--- src/apsk_ram.sv ---
// ----------------------------------------------------------------------------
// Generic RAM
// One write port and one read port with registered read data; a read in the
// cycle of a write to the same address returns the old contents.
// ----------------------------------------------------------------------------
module apsk_ram #(
  parameter int WIDTH = 8,
  parameter int DEPTH = 256
) (
  input  logic                     clk,
  input  logic                     we,
  input  logic [$clog2(DEPTH)-1:0] waddr,
  input  logic [WIDTH-1:0]         wdata,
  input  logic                     re,
  input  logic [$clog2(DEPTH)-1:0] raddr,
  output logic [WIDTH-1:0]         rdata
);

  logic [WIDTH-1:0] mem [DEPTH];

  // Write and registered read
  always_ff @(posedge clk) begin
    if (we) begin
      mem[waddr] <= wdata;
    end
    if (re) begin
      rdata <= mem[raddr];
    end
  end

endmodule

--- config.mk ---
export PLATFORM = sky130hd
export DESIGN_NAME = apsk_ram
export DESIGN_NICKNAME = d
export VERILOG_FILES = /design/src/apsk_ram.sv
export SDC_FILE = /design/constraint.sdc
export NUM_CORES = 2
export LEC_CHECK = 0
export BUFFER_PORTS_ARGS = -buffer_cell sky130_fd_sc_hd__clkbuf_2
export CORE_MARGIN = 1.5
export CORE_UTILIZATION = 51
export DETAILED_ROUTE_END_ITERATION = 16
export PLACE_DENSITY = 0.68
export SLEW_MARGIN = 30
export SYNTH_ARGS = -nofsm -noshare
export SYNTH_HDL_FRONTEND = slang
export SYNTH_SLANG_ARGS = --single-unit
--- constraint.sdc ---
create_clock -name clk -period 2.47 [get_ports clk]
set_clock_uncertainty 0.15 [all_clocks]
set_input_delay 0.1235 -clock clk [delete_from_list [all_inputs] [get_ports clk]]
set_output_delay 0.1235 -clock clk [all_outputs]
set_load 0.03 [all_outputs]
## Word-level counts from Yosys, hierarchy flattened

Memories as Yosys holds them, arrays and structs flattened. A register that Yosys moved wholly into a read port is not among the register bits.
Index checks and enable logic that the tools add are counted.

| operators by class | value |
|---|---|
| mux-type cells | 2 |

Operators with widths:

| kind | count |
|---|---|
| two-way mux 1 bit | 2 |

| word-level totals | value |
|---|---|
| bits of input ports | 27 |
| memories | 1 |
| logic and storage cells | 3 |
| flip-flop bits (word level) | 0 |
| memory bits (writable) | 2048 |

Memory list:

| name | words | width | read ports | clocked after memory_dff | write ports | RTL line | text |
|---|---|---|---|---|---|---|---|
| mem | 256 | 8 | 1 | 1 | 1 | 19 | `logic [WIDTH-1:0] mem [DEPTH];` |

## Depth between registers and ports, before layout

| depth | value |
|---|---|
| depth in word-level cells | 2 |
| depth in mapped cells | 11 |
| depth with buffers taken out | 6 |

## Worst setup path before layout

Ideal clock, no wire load.

| timing | value |
|---|---|
| path kind | input -> register |
| from | input port raddr[0] |
| to | register rdata[2], read port of mem, data pin |
| path buffers | 4 |
| setup slack | 0.120 ns |
| data required time | 2.051 ns |
| library setup time | 0.269 ns |
| arrival | 1.931 ns |
| stages on the path | 9 |
| cell sequence | buf_6 buf_12 buf_8 buf_2 mux4_2 a22oi_1 a21oi_1 nor4_1 nor4_2 |

RTL lines:

| element | RTL line | text |
|---|---|---|
| start, declared | 15 | `input logic [$clog2(DEPTH)-1:0] raddr,` |
| end, declared | 16 | `output logic [WIDTH-1:0] rdata` |

==> results_dict.tcl <==
set metrics [dict create \
    synth.most_common_cell "edfxtp_1" \
    synth.avg_cell_area_um2 21.3 \
    drcViolationCount 0 \
    min_path_type "in -> reg" \
    required_ps 2890 \
    timing.final.crit_share_pct 107 \
    dp_hpwl_mm 127 \
    maxCapViolCount 0 \
    final_nets 4472 \
    detail-route-antenna-nets 0 \
    ir_drop_mv 0.789 \
    grt_max_degree 116 \
    route.vias.total 40900 \
    cts_made_buffers 198 \
    start_util_pct 51.5 \
    cts_tree "yes" \
    row_count 144 \
    synth_ff_type "edfxtp_1" \
    final.setup.tns_ps -451 \
    cp.arrival_ps 3080 \
    grt_util_all_layers_pct 24.9 \
    synth-edff-count 2056 \
    finalSetupViolCount 6 \
    ys_warn_count 0 \
    pin_count 35 \
    fin_cells 6652 \
    synth_area_um2 79600 \
    cts_max_path_buffers 3 \
    async_reset_ff_share_pct 0 \
    worstSkewPairLatency_ps 850 \
    synth_cells 3733 \
    synth_top_area_share_pct 77.5 \
    antenna_found_initial 12 \
    status "finished with violations" \
    areaGrowthSynthToFinish_pct 17.9 \
    yosysSeqAreaShare_pct 77.5 \
    power_leakage_nw 30.4 \
    htree_levels 4 \
    cp-start-kind "flip-flop" \
    drv_slew 0 \
    grt_pass1_wl_mm 285 \
    slew_headroom_pct 52.2 \
    place_inst 6273 \
    crit_path_max_fanout 1 \
    drtPass1Iterations 5 \
    overflow 0 \
    dieWidth_um 398 \
    nFillCells 10700 \
    critical_path_class "reg -> reg" \
    drt_wl_total_mm 195 \
    viasPerCell 6.14 \
    syn-num-nets 3760 \
    finalHoldViolCount 0 \
    yosysUniqueCellTypes 54 \
    setup_ws_ps -185 \
    numPortBuffers 34 \
    drive_above_1_share_pct 32.9 \
    clk_pin_slew_ps 60 \
    yosys.area.top_type "edfxtp_1" \
    synth-seq-cells 2056 \
    cts_root_buffer "clkbuf_16" \
    gp_congestion 0.880 \
    cellPowerDensity_nw_per_um2 762 \
    grt_pass1_vias 41200 \
    avgRoutedWirePerCell_um 29.3 \
    drtIter0Drc 4890 \
    violations "negative setup slack" \
    die_area_um2 159000 \
    cp-end-kind "flip-flop" \
    fmax_mhz 377 \
    core_area_um2 155000 \
    layout_min_cycle_time_ps 2650 \
    synth_area_leaders "edfxtp_1, mux4_2, mux2i_1" \
    synthTopCellsByCount "edfxtp_1, mux4_2, nor2_1, mux2i_1, a22oi_1" \
    worst_slew_pin_slew_ps 715 \
    cts_sinks 2056 \
    rsz0062_at_grt "true" \
    die_h_um 398 \
]
## through the flow
step           cell area [um2]  setup slack (ps)  total power [mW]  hold WS, ps  utilization [%]
2_1_floorplan            79600               120              41.1         72.4                -
5_1_grt                  93900              -219              73.5          101             60.7
4_1_cts                  93800              -190              71.9         9.10             60.7
3_3_place_gp             87200             -1430              43.2          355             56.4
3_5_place_dp             87200             -1230              43.2          362             56.4
6_report                 93900              -185              71.6         85.2             60.7
## worst paths after layout
kind / from / endpoint / slack [ps] / depth (start not counted)
worst min register to register: mem[41][3] / rdata[3] / 1020 / 7
worst min-delay path: we / mem[65][6] / 90 / 4
worst max-delay path: mem[25][5] / rdata[5] / -180 / 8
worst max register to register: mem[25][5] / rdata[5] / -180 / 8
## layout by cell type, fill, tap and decap left out, types with 41 or more instances in the layout
cell       instances
a21oi_1           96
buf_4            622
o221ai_1          46
clkinv_1          46
mux2i_1          134
a22oi_1          132
nor2_1           276
buf_12            72
clkbuf_1          41
clkbuf_16        198
mux4_2           455
edfxtp_1        2056
## state kept, by name, summed over array words and instances, names as in the netlist
| name | count |
|---|---|
| mem | 2048 |
| rdata | 8 |
## cell families (layout without fill, tap and decap cells)
kind of cell | after synthesis | count (layout) | share of synthesized area [%]
other | 0 | 1 | 0
AND/OR/NAND/NOR | 466 | 466 | 2.63
buffers and inverters | 235 | 1109 | 1.83
AO/OA/AOI/OAI | 385 | 385 | 3.42
flip-flops | 2056 | 2056 | 77.5
multiplexers | 591 | 591 | 14.6
## power by group
group / internal [mW] / switching (mW)
Sequential: 38.5 / 0.0472
Combinational: 1.67 / 2.43
Clock: 16.1 / 12.9
## critical path, stage by stage, from the launching register on
cell,delay (ps)
edfxtp_1,360
mux4_2,500
a22o_1,250
a221oi_1,290
buf_4,170
o221ai_1,190
a211oi_1,270
buf_4,160
nor4_1,40
## per-layer routing
layer  track usage, %  vias up  part of all wire (%)
li1                 -    17100                     -
met1             35.1    21500                    40
met2             39.5     1915                    48
met3             5.37      326                   9.0
met4             7.70       12                   2.9
met5                0        -                 0.041
## layout make-up
type	instances	area, um2	share of cell area (%)
Antenna cell	1	2.50	0.00267
Clock buffer	239	5110	5.44
Clock inverter	123	1100	1.18
Inverter	2	7.51	0.00800
Multi-Input combinational cell	1442	16800	17.9
Sequential cell	2056	61700	65.8
Tap cell	2044	2560	2.72
Timing Repair Buffer	745	6560	6.98
## timing repair
item,CTS,global route
pin swaps,17,14
hold endpoints to repair,2196,0
hold buffers,16,0
buffers inserted,0,0
resized for setup,35,19
setup endpoints to repair,8,8
Power figures use the tool's default switching activity.
