**src/apsk_pkg.sv**
```systemverilog
// ----------------------------------------------------------------------------
// APSK mapper / demapper package
// Shared constants, register and operation codes, the pipeline item type, the
// CORDIC arctangent table and the round-and-saturate function.
// ----------------------------------------------------------------------------
package apsk_pkg;

  localparam int SW           = 16;               // sample and point width
  localparam int MAP_DEPTH    = 256;
  localparam int MAP_AW       = $clog2(MAP_DEPTH);
  localparam int MAX_RINGS    = 8;
  localparam int RING_W       = 3;
  localparam int CNT_W        = 8;
  localparam int SUM_W        = 12;               // sum of up to eight counts
  localparam int NR_W         = 4;
  localparam int CORDIC_STEPS = 20;
  localparam int MAG_W        = 2 * SW;
  localparam int CMP_W        = (MAG_W > 32) ? MAG_W : 32;
  localparam int VX_W         = SW + 8 + 3;       // vectoring datapath
  localparam int RX_W         = 36;               // rotation datapath
  localparam int ZR_W         = 34;               // rotation residual angle
  localparam int DIV_STAGES   = 4;
  localparam int DIV_BPS      = 32 / DIV_STAGES;  // quotient bits per stage
  localparam int CFG_IW       = 3;
  localparam int CFG_DW       = 64;

  localparam logic [29:0] CORDIC_KQ30 = 30'd652032874;

  // Operations
  localparam logic [1:0] OP_LOAD  = 2'd0;
  localparam logic [1:0] OP_MOD   = 2'd1;
  localparam logic [1:0] OP_DEMOD = 2'd2;

  // Register indexes
  localparam logic [CFG_IW-1:0] REG_NUM_RINGS   = 3'd0;
  localparam logic [CFG_IW-1:0] REG_RING_POINTS = 3'd1;
  localparam logic [CFG_IW-1:0] REG_RADIUS_LO   = 3'd2;
  localparam logic [CFG_IW-1:0] REG_RADIUS_HI   = 3'd3;
  localparam logic [CFG_IW-1:0] REG_PHASE_LO    = 3'd4;
  localparam logic [CFG_IW-1:0] REG_PHASE_HI    = 3'd5;
  localparam logic [CFG_IW-1:0] REG_SLICER_LO   = 3'd6;
  localparam logic [CFG_IW-1:0] REG_SLICER_HI   = 3'd7;

  // Reset values
  localparam logic [NR_W-1:0]  NUM_RINGS_RST   = 4'd1;
  localparam logic [63:0]      RING_POINTS_RST = 64'd4;
  localparam logic [63:0]      RADIUS_LO_RST   = 64'd8192;

  // Arctangent of 2^-i in units of 2^-32 turn
  localparam logic [31:0] ATAN_TURNS [CORDIC_STEPS] = '{
    32'd536870912, 32'd316933406, 32'd167458907, 32'd85004756, 32'd42667331,
    32'd21354465,  32'd10679838,  32'd5340245,   32'd2670163,  32'd1335087,
    32'd667544,    32'd333772,    32'd166886,    32'd83443,    32'd41722,
    32'd20861,     32'd10430,     32'd5215,      32'd2608,     32'd1304
  };

  // One item as it travels down the pipeline
  typedef struct packed {
    logic [1:0]        op;
    logic [7:0]        map_index;
    logic [7:0]        map_value;
    logic [7:0]        symbol;
    logic [MAG_W-1:0]  mag2;
    logic [31:0]       ang;
    logic [RING_W-1:0] ring;
    logic [CNT_W-1:0]  cnt;
    logic [SUM_W-1:0]  base;
    logic [31:0]       dv;
    logic [39:0]       prod;
    logic [SUM_W-1:0]  shat;
    logic              shok;
    logic [7:0]        sym_out;
    logic [7:0]        pidx;
    logic [7:0]        s0;
    logic [15:0]       radius;
    logic [15:0]       phase;
    logic              err;
  } item_t;

  // Round to nearest (half up) from 2^-29 units to Q2.13 and saturate
  function automatic logic signed [SW-1:0] round_sat(input logic signed [RX_W-1:0] v);
    logic signed [RX_W-1:0] t;
    t = (v + RX_W'(32768)) >>> 16;
    if (t > RX_W'((1 <<< (SW - 1)) - 1)) begin
      return {1'b0, {(SW-1){1'b1}}};
    end else if (t < RX_W'(-(1 <<< (SW - 1)))) begin
      return {1'b1, {(SW-1){1'b0}}};
    end
    return t[SW-1:0];
  endfunction

endpackage

```
**src/apsk_div.sv**
```systemverilog
// ----------------------------------------------------------------------------
// APSK offset divider
// Pipelined restoring division round((s0 * 2^32) / n) with s0 < n.
// ----------------------------------------------------------------------------
module apsk_div (
  input  logic            clk,
  input  logic            rst_n,
  input  logic            en,
  input  logic            in_valid,
  input  apsk_pkg::item_t in_item,
  output logic            out_valid,
  output apsk_pkg::item_t out_item,
  output logic [31:0]     out_q
);
  import apsk_pkg::*;

  localparam int N = DIV_STAGES;

  logic             v_r   [N+1];
  logic [CNT_W-1:0] rem_r [N+1];
  logic [31:0]      q_r   [N+1];
  item_t            sd_r  [N+1];

  logic [CNT_W-1:0] rem_n [N];
  logic [31:0]      q_n   [N];

  // Work DIV_BPS quotient bits per stage; low numerator bits hold n/2
  always_comb begin
    logic [CNT_W:0] t;
    logic [31:0]    hw;
    logic [CNT_W-1:0] r;
    logic [31:0]    q;
    for (int j = 0; j < N; j++) begin
      hw = {{(32-CNT_W+1){1'b0}}, sd_r[j].cnt[CNT_W-1:1]};
      r  = rem_r[j];
      q  = q_r[j];
      for (int b = 0; b < DIV_BPS; b++) begin
        t = {r, hw[31 - DIV_BPS*j - b]};
        if (t >= {1'b0, sd_r[j].cnt}) begin
          t = t - {1'b0, sd_r[j].cnt};
          q = {q[30:0], 1'b1};
        end else begin
          q = {q[30:0], 1'b0};
        end
        r = t[CNT_W-1:0];
      end
      rem_n[j] = r;
      q_n[j]   = q;
    end
  end

  // Advance valid bits
  always_ff @(posedge clk) begin
    if (!rst_n) begin
      for (int k = 0; k <= N; k++) begin
        v_r[k] <= 1'b0;
      end
    end else if (en) begin
      v_r[0] <= in_valid;
      for (int k = 0; k < N; k++) begin
        v_r[k+1] <= v_r[k];
      end
    end
  end

  // Advance partial remainders and quotients
  always_ff @(posedge clk) begin
    if (en) begin
      rem_r[0] <= in_item.s0;
      q_r[0]   <= 32'd0;
      sd_r[0]  <= in_item;
      for (int k = 0; k < N; k++) begin
        rem_r[k+1] <= rem_n[k];
        q_r[k+1]   <= q_n[k];
        sd_r[k+1]  <= sd_r[k];
      end
    end
  end

  assign out_valid = v_r[N];
  assign out_item  = sd_r[N];
  assign out_q     = q_r[N];

endmodule

```
**config.mk**
```make
export PLATFORM = sky130hd
export DESIGN_NAME = apsk_div
export DESIGN_NICKNAME = d
export VERILOG_FILES = /design/src/apsk_pkg.sv /design/src/apsk_div.sv
export SDC_FILE = /design/constraint.sdc
export NUM_CORES = 1
export LEC_CHECK = 0
export ABC_AREA = 1
export ABC_CLOCK_PERIOD_IN_PS = 25700
export BUFFER_PORTS_ARGS = -buffer_cell sky130_fd_sc_hd__buf_2
export CORE_AREA = 5 5 363 365
export CTS_BUF_LIST = sky130_fd_sc_hd__clkbuf_4 sky130_fd_sc_hd__clkbuf_8 sky130_fd_sc_hd__clkbuf_16
export CTS_CLUSTER_DIAMETER = 80
export DETAILED_ROUTE_END_ITERATION = 10
export DIE_AREA = 0 0 368 370
export PLACE_DENSITY = 0.62
export SYNTH_ARGS = -nofsm -noshare
export SYNTH_HDL_FRONTEND = slang
export SYNTH_SLANG_ARGS = --single-unit
```
**constraint.sdc**
```tcl
create_clock -name clk -period 25.7 [get_ports clk]
set_clock_uncertainty 0.1 [all_clocks]
set_input_delay 2.57 -clock clk [delete_from_list [all_inputs] [get_ports clk]]
set_output_delay 2.57 -clock clk [all_outputs]
set_load 0.02 [all_outputs]
```
# ---- Word level (Yosys, flattened, before mapping)
# Memory sizes are Yosys's and may differ from the RTL's.
# Index checks and enable logic that the tools add are counted.
dict set report totals {
  out_inout_bits 288
  ramBits 1480
  input_bits 259
  reg_bits 0
  memories 4
  elab_cells 147
}
dict set report classes {
  bitwise_logic 5
  magnitude_cmp 32
  muxes 74
  add_sub_neg 32
}
# memory depth width read_ports rd_clocked_by_memory_dff wr line
set memory_table {}
lappend memory_table {sd_r 5 255 5 0 5 apsk_div.sv:22} ;# item_t sd_r [N+1];
lappend memory_table {q_r 5 32 5 0 5 apsk_div.sv:21} ;# logic [31:0] q_r [N+1];
lappend memory_table {rem_r 5 8 4 0 5 apsk_div.sv:20} ;# logic [CNT_W-1:0] rem_r [N+1];
lappend memory_table {v_r 5 1 5 0 5 apsk_div.sv:19} ;# logic v_r [N+1];
# operator count
set ops {}
lappend ops {{9-bit by 8-bit greater-or-equal comparator with 1-bit output} 32}
lappend ops {{8-bit two-way mux} 32}
lappend ops {{8-bit subtractor} 32}
lappend ops {{1-bit two-way mux} 42}
lappend ops {{1-bit OR} 5}

# ---- Logic depth before layout (Yosys ltp)
# An unclocked memory read counts as a cell.
dict set report depth {
  word_depth 17
  mapped_depth 110
  depth_no_buf 104
}

# ---- Least setup slack after synthesis
# Ideal clock, no wire load.
dict set report synth_path {
  kind {flip-flop to flip-flop}
  startpoint {memory sd_r[0][665] (netlist bit)}
  endpoint {memory rem_r[3][4], in the netlist rem_r[0][28] (data pin)}
  stages_incl_launch_ff 98
  t_arrival_ps 13510
  period_less_slack_ps 13864
  setup_slack_ps 11836
  n_path_buf 6
  path_cell_list {edfxtp_1 inv_1 ha_1 ha_1 nand4_1 nor2_1 nor2_2 nand2_4 inv_4 nand2_1 o21ai_0 ha_1 a21o_1 a21boi_0 nand2_1 a21oi_2 nand2_2 buf_6 (+62 left out) buf_6 nand2_1 nand2_1 ha_1 a21oi_1 nand2_1 a21oi_1 inv_1 a21oi_1 nor2_1 nor2_1 nor2_1 nor2_1 nor2_1 nor3_2 nand2_4 nand2_1 nand2_1}
}
# item line
set synth_lines {}
lappend synth_lines {{start: declaration} apsk_div.sv:22}
lappend synth_lines {{end: declaration} apsk_div.sv:20}

==> reports/qor.tcl <==
set qor(cts_resized) 0
set qor(post-route-util_pct) 50.5
set qor(synthCells) 3914
set qor(routed_wire_length_per_instance_um) 16.6
set qor(synth.area.top_cells) {edfxtp_1 (72%), ha_1 (5.1%), nand2_1 (3.5%)}
set qor(worst_setup_ep_type) {register}
set qor(synth-warning-count) 0
set qor(initial_antenna_violation_count) 16
set qor(timing.setup.critical_path_class) {register to register}
set qor(critical-path-slowest-cell) {edfxtp_1}
set qor(worst-slew-pin-transition_ns) 1.14
set qor(vias_per_cell) 4.73
set qor(floorplan.initialDensity_pct) 44.6
set qor(largest_fanout_on_the_critical_path) 14
set qor(grt_usage_pct) 14.7
set qor(syn-mean-instance-area_sq_um) 14.6
set qor(area_growth_syn_to_layout_pct) 13.2
set qor(placedInstanceArea_sq_um) 60100
set qor(synthesized_net_count) 4418
set qor(critical_path_arrival_ns) 16.68
set qor(post-route-min-period_ns) 16.28
set qor(synth-seq-cells) 1384
set qor(timing.final.hold_violations) 0
set qor(dieArea_sq_um) 136000
set qor(final.period_utilization_pct) 63.4
set qor(max_freq_mhz) 61.4
set qor(core_region_area_sq_um) 128000
set qor(placementRows) 132
set qor(number_of_iterations_in_the_first_detailed_routing_pass) 5
set qor(remaining_drc_errors) 0
set qor(place.port_buffers) 546
set qor(drv_cap) 0
set qor(grt_start_max_net_pins) 184
set qor(cts.sinks) 1384
set qor(fp.dieW_um) 368
set qor(drt_iter0_drc) 1886
set qor(post-synth-top-count-cell) {edfxtp_1}
set qor(cts_hold_buf) 0
set qor(grt_pass1_vias) 28500
set qor(slew-limit-headroom_pct) 23.8
set qor(vias) 29000
set qor(worst_hold_path_type) {register to register}
set qor(root_buffer) {clkbuf_16}
set qor(gp_congestion) 0.832
set qor(synth.top_cell.area_share_pct) 72.5
set qor(cts.path.max_buffers) 3
set qor(outcome) {complete, no violations}
set qor(netlist_top_cells_count) {edfxtp_1 (1384), nand2_1 (528), inv_1 (365)}
set qor(cts_max_level) 4
set qor(die_height_um) 370
set qor(clock_tree_from_tritoncts) {done}
set qor(nets) 4841
set qor(boundaryPins) 547
set qor(dp_hpwl_um) 70000
set qor(pre_cts_ws_ns) 9.33
set qor(setup-tns-final_ns) 0
set qor(netlist_area_sq_um) 57300
set qor(worst_skew_pair.late_latency_ns) 0.75
set qor(post-cts-setup-buffer-count) 0
set qor(cts_buffers) 145
set qor(post_drt_antenna_nets) 0
set qor(ys_dominant_reg_cell) {edfxtp_1}
set qor(rsz0062_at_grt) {false}
set qor(synth_enable_flop_cells) 1384
set qor(synth-async-reset-ratio_pct) 0
set qor(final.setup.worst_slack_ns) 9.42
set qor(finalSetupViolations) 0
set qor(routed_wl_um) 102000
set qor(final_design_instance_area_without_fill_sq_um) 64900
set qor(final_max_tran_viols) 0
set qor(globalRouteOverflowTotal) 0
set qor(cp_data_required_time_ns) 26.10
set qor(worstSetupStartpointType) {register}
set qor(cpPeakStageDelay_ns) 0.53
set qor(clk_pin_slew_worst_paths_ns) 0.06
set qor(ys_seq_area_share_pct) 72.5
set qor(synth_cell_type_count) 60
set qor(drive_above_1_share_pct) 22.7
set qor(critical_path.most_common_cell) {nand2_1}
set qor(global_route_wire_length_before_repair_um) 156000
set qor(largest_area_contributor_in_the_synthesized_netlist) {edfxtp_1}
## path summary, 6_finish.rpt
path         depth (start not counted)                endpoint  slack [ns]                   start
min                                  0  sd_r[0][459]$_DFFE_PP_        0.31  sd_r[0][204]$_DFFE_PP_
max reg2reg                        100  rem_r[0][19]$_DFFE_PP_        9.42  sd_r[0][415]$_DFFE_PP_
max                                100  rem_r[0][19]$_DFFE_PP_        9.42  sd_r[0][415]$_DFFE_PP_
min reg2reg                          0  sd_r[0][459]$_DFFE_PP_        0.31  sd_r[0][204]$_DFFE_PP_
## registers in the layout, summed over array words and instances (netlist names)
| signal | cells |
|---|---|
| v_r | 5 |
| sd_r | 1275 |
| q_r | 80 |
| rem_r | 24 |
## area by class of cell
cell class                      count  area, sq um
Clock buffer                      177         3960
Clock inverter                     85          852
Tap cell                         1675         2100
Inverter                          393         1500
Antenna cell                        5         12.5
Sequential cell                  1384        41600
Fill cell                       10800        63600
Timing Repair Buffer              563         2900
Multi-Input combinational cell   1850        12000
## per-stage QoR
stage | hold WS (ns) | std cells
after detailed placement | 0.305 | 5865
after global placement | 0.300 | 5865
after floorplan | 0.300 | 3914
final | 0.306 | 6132
after global routing | 0.310 | 6131
after CTS | 0.302 | 6127
## placed cells by master (no fill, tap or decap), types with 22 or more instances in the layout
cell	netlist	layout
a21oi_1	157	157
buf_2	4	545
clkbuf_16	0	150
clkbuf_4	0	27
clkinv_1	1	33
clkinv_2	0	22
edfxtp_1	1384	1384
ha_1	235	235
inv_1	365	365
nand2_1	528	528
nand2_2	48	48
nand3_1	145	145
nand3_2	27	27
nand4_1	28	28
nor2_1	164	164
o21ai_0	64	64
o21ai_1	33	33
o21ai_2	23	23
xnor2_1	65	65
xor2_1	120	120
## critical path, delay by kind of cell, from the launching register on
family	cells	cell delay, ns
DFF	1	0.53
buffers and inverters	13	1.34
AOI/OAI and AO/OA	32	5.78
and+or+nand+nor	47	5.44
adders and majority gates	8	2.83
## kinds of logic (layout without fill, tap and decap cells)
logic type | after synthesis | in the layout | share of synthesized area, %
AO/OA/AOI/OAI | 358 | 358 | 3.72
flip-flops | 1384 | 1384 | 72.5
other | 0 | 5 | 0
adder cells (fa/ha/maj) | 245 | 245 | 5.48
buffers and inverters | 680 | 1218 | 6.50
AND/OR/NAND/NOR | 1062 | 1062 | 8.98
XOR/XNOR | 185 | 185 | 2.83
## routing by layer
layer	track usage (%)	share of wire, %
met2	25.2	51
met4	5.03	2.5
met3	3.64	5.1
met1	18.1	42
met5	0	0.014
Power is left out: the tool's default activity adds up to more than one toggle a clock period on the data nets, which glitch-free logic cannot reach.
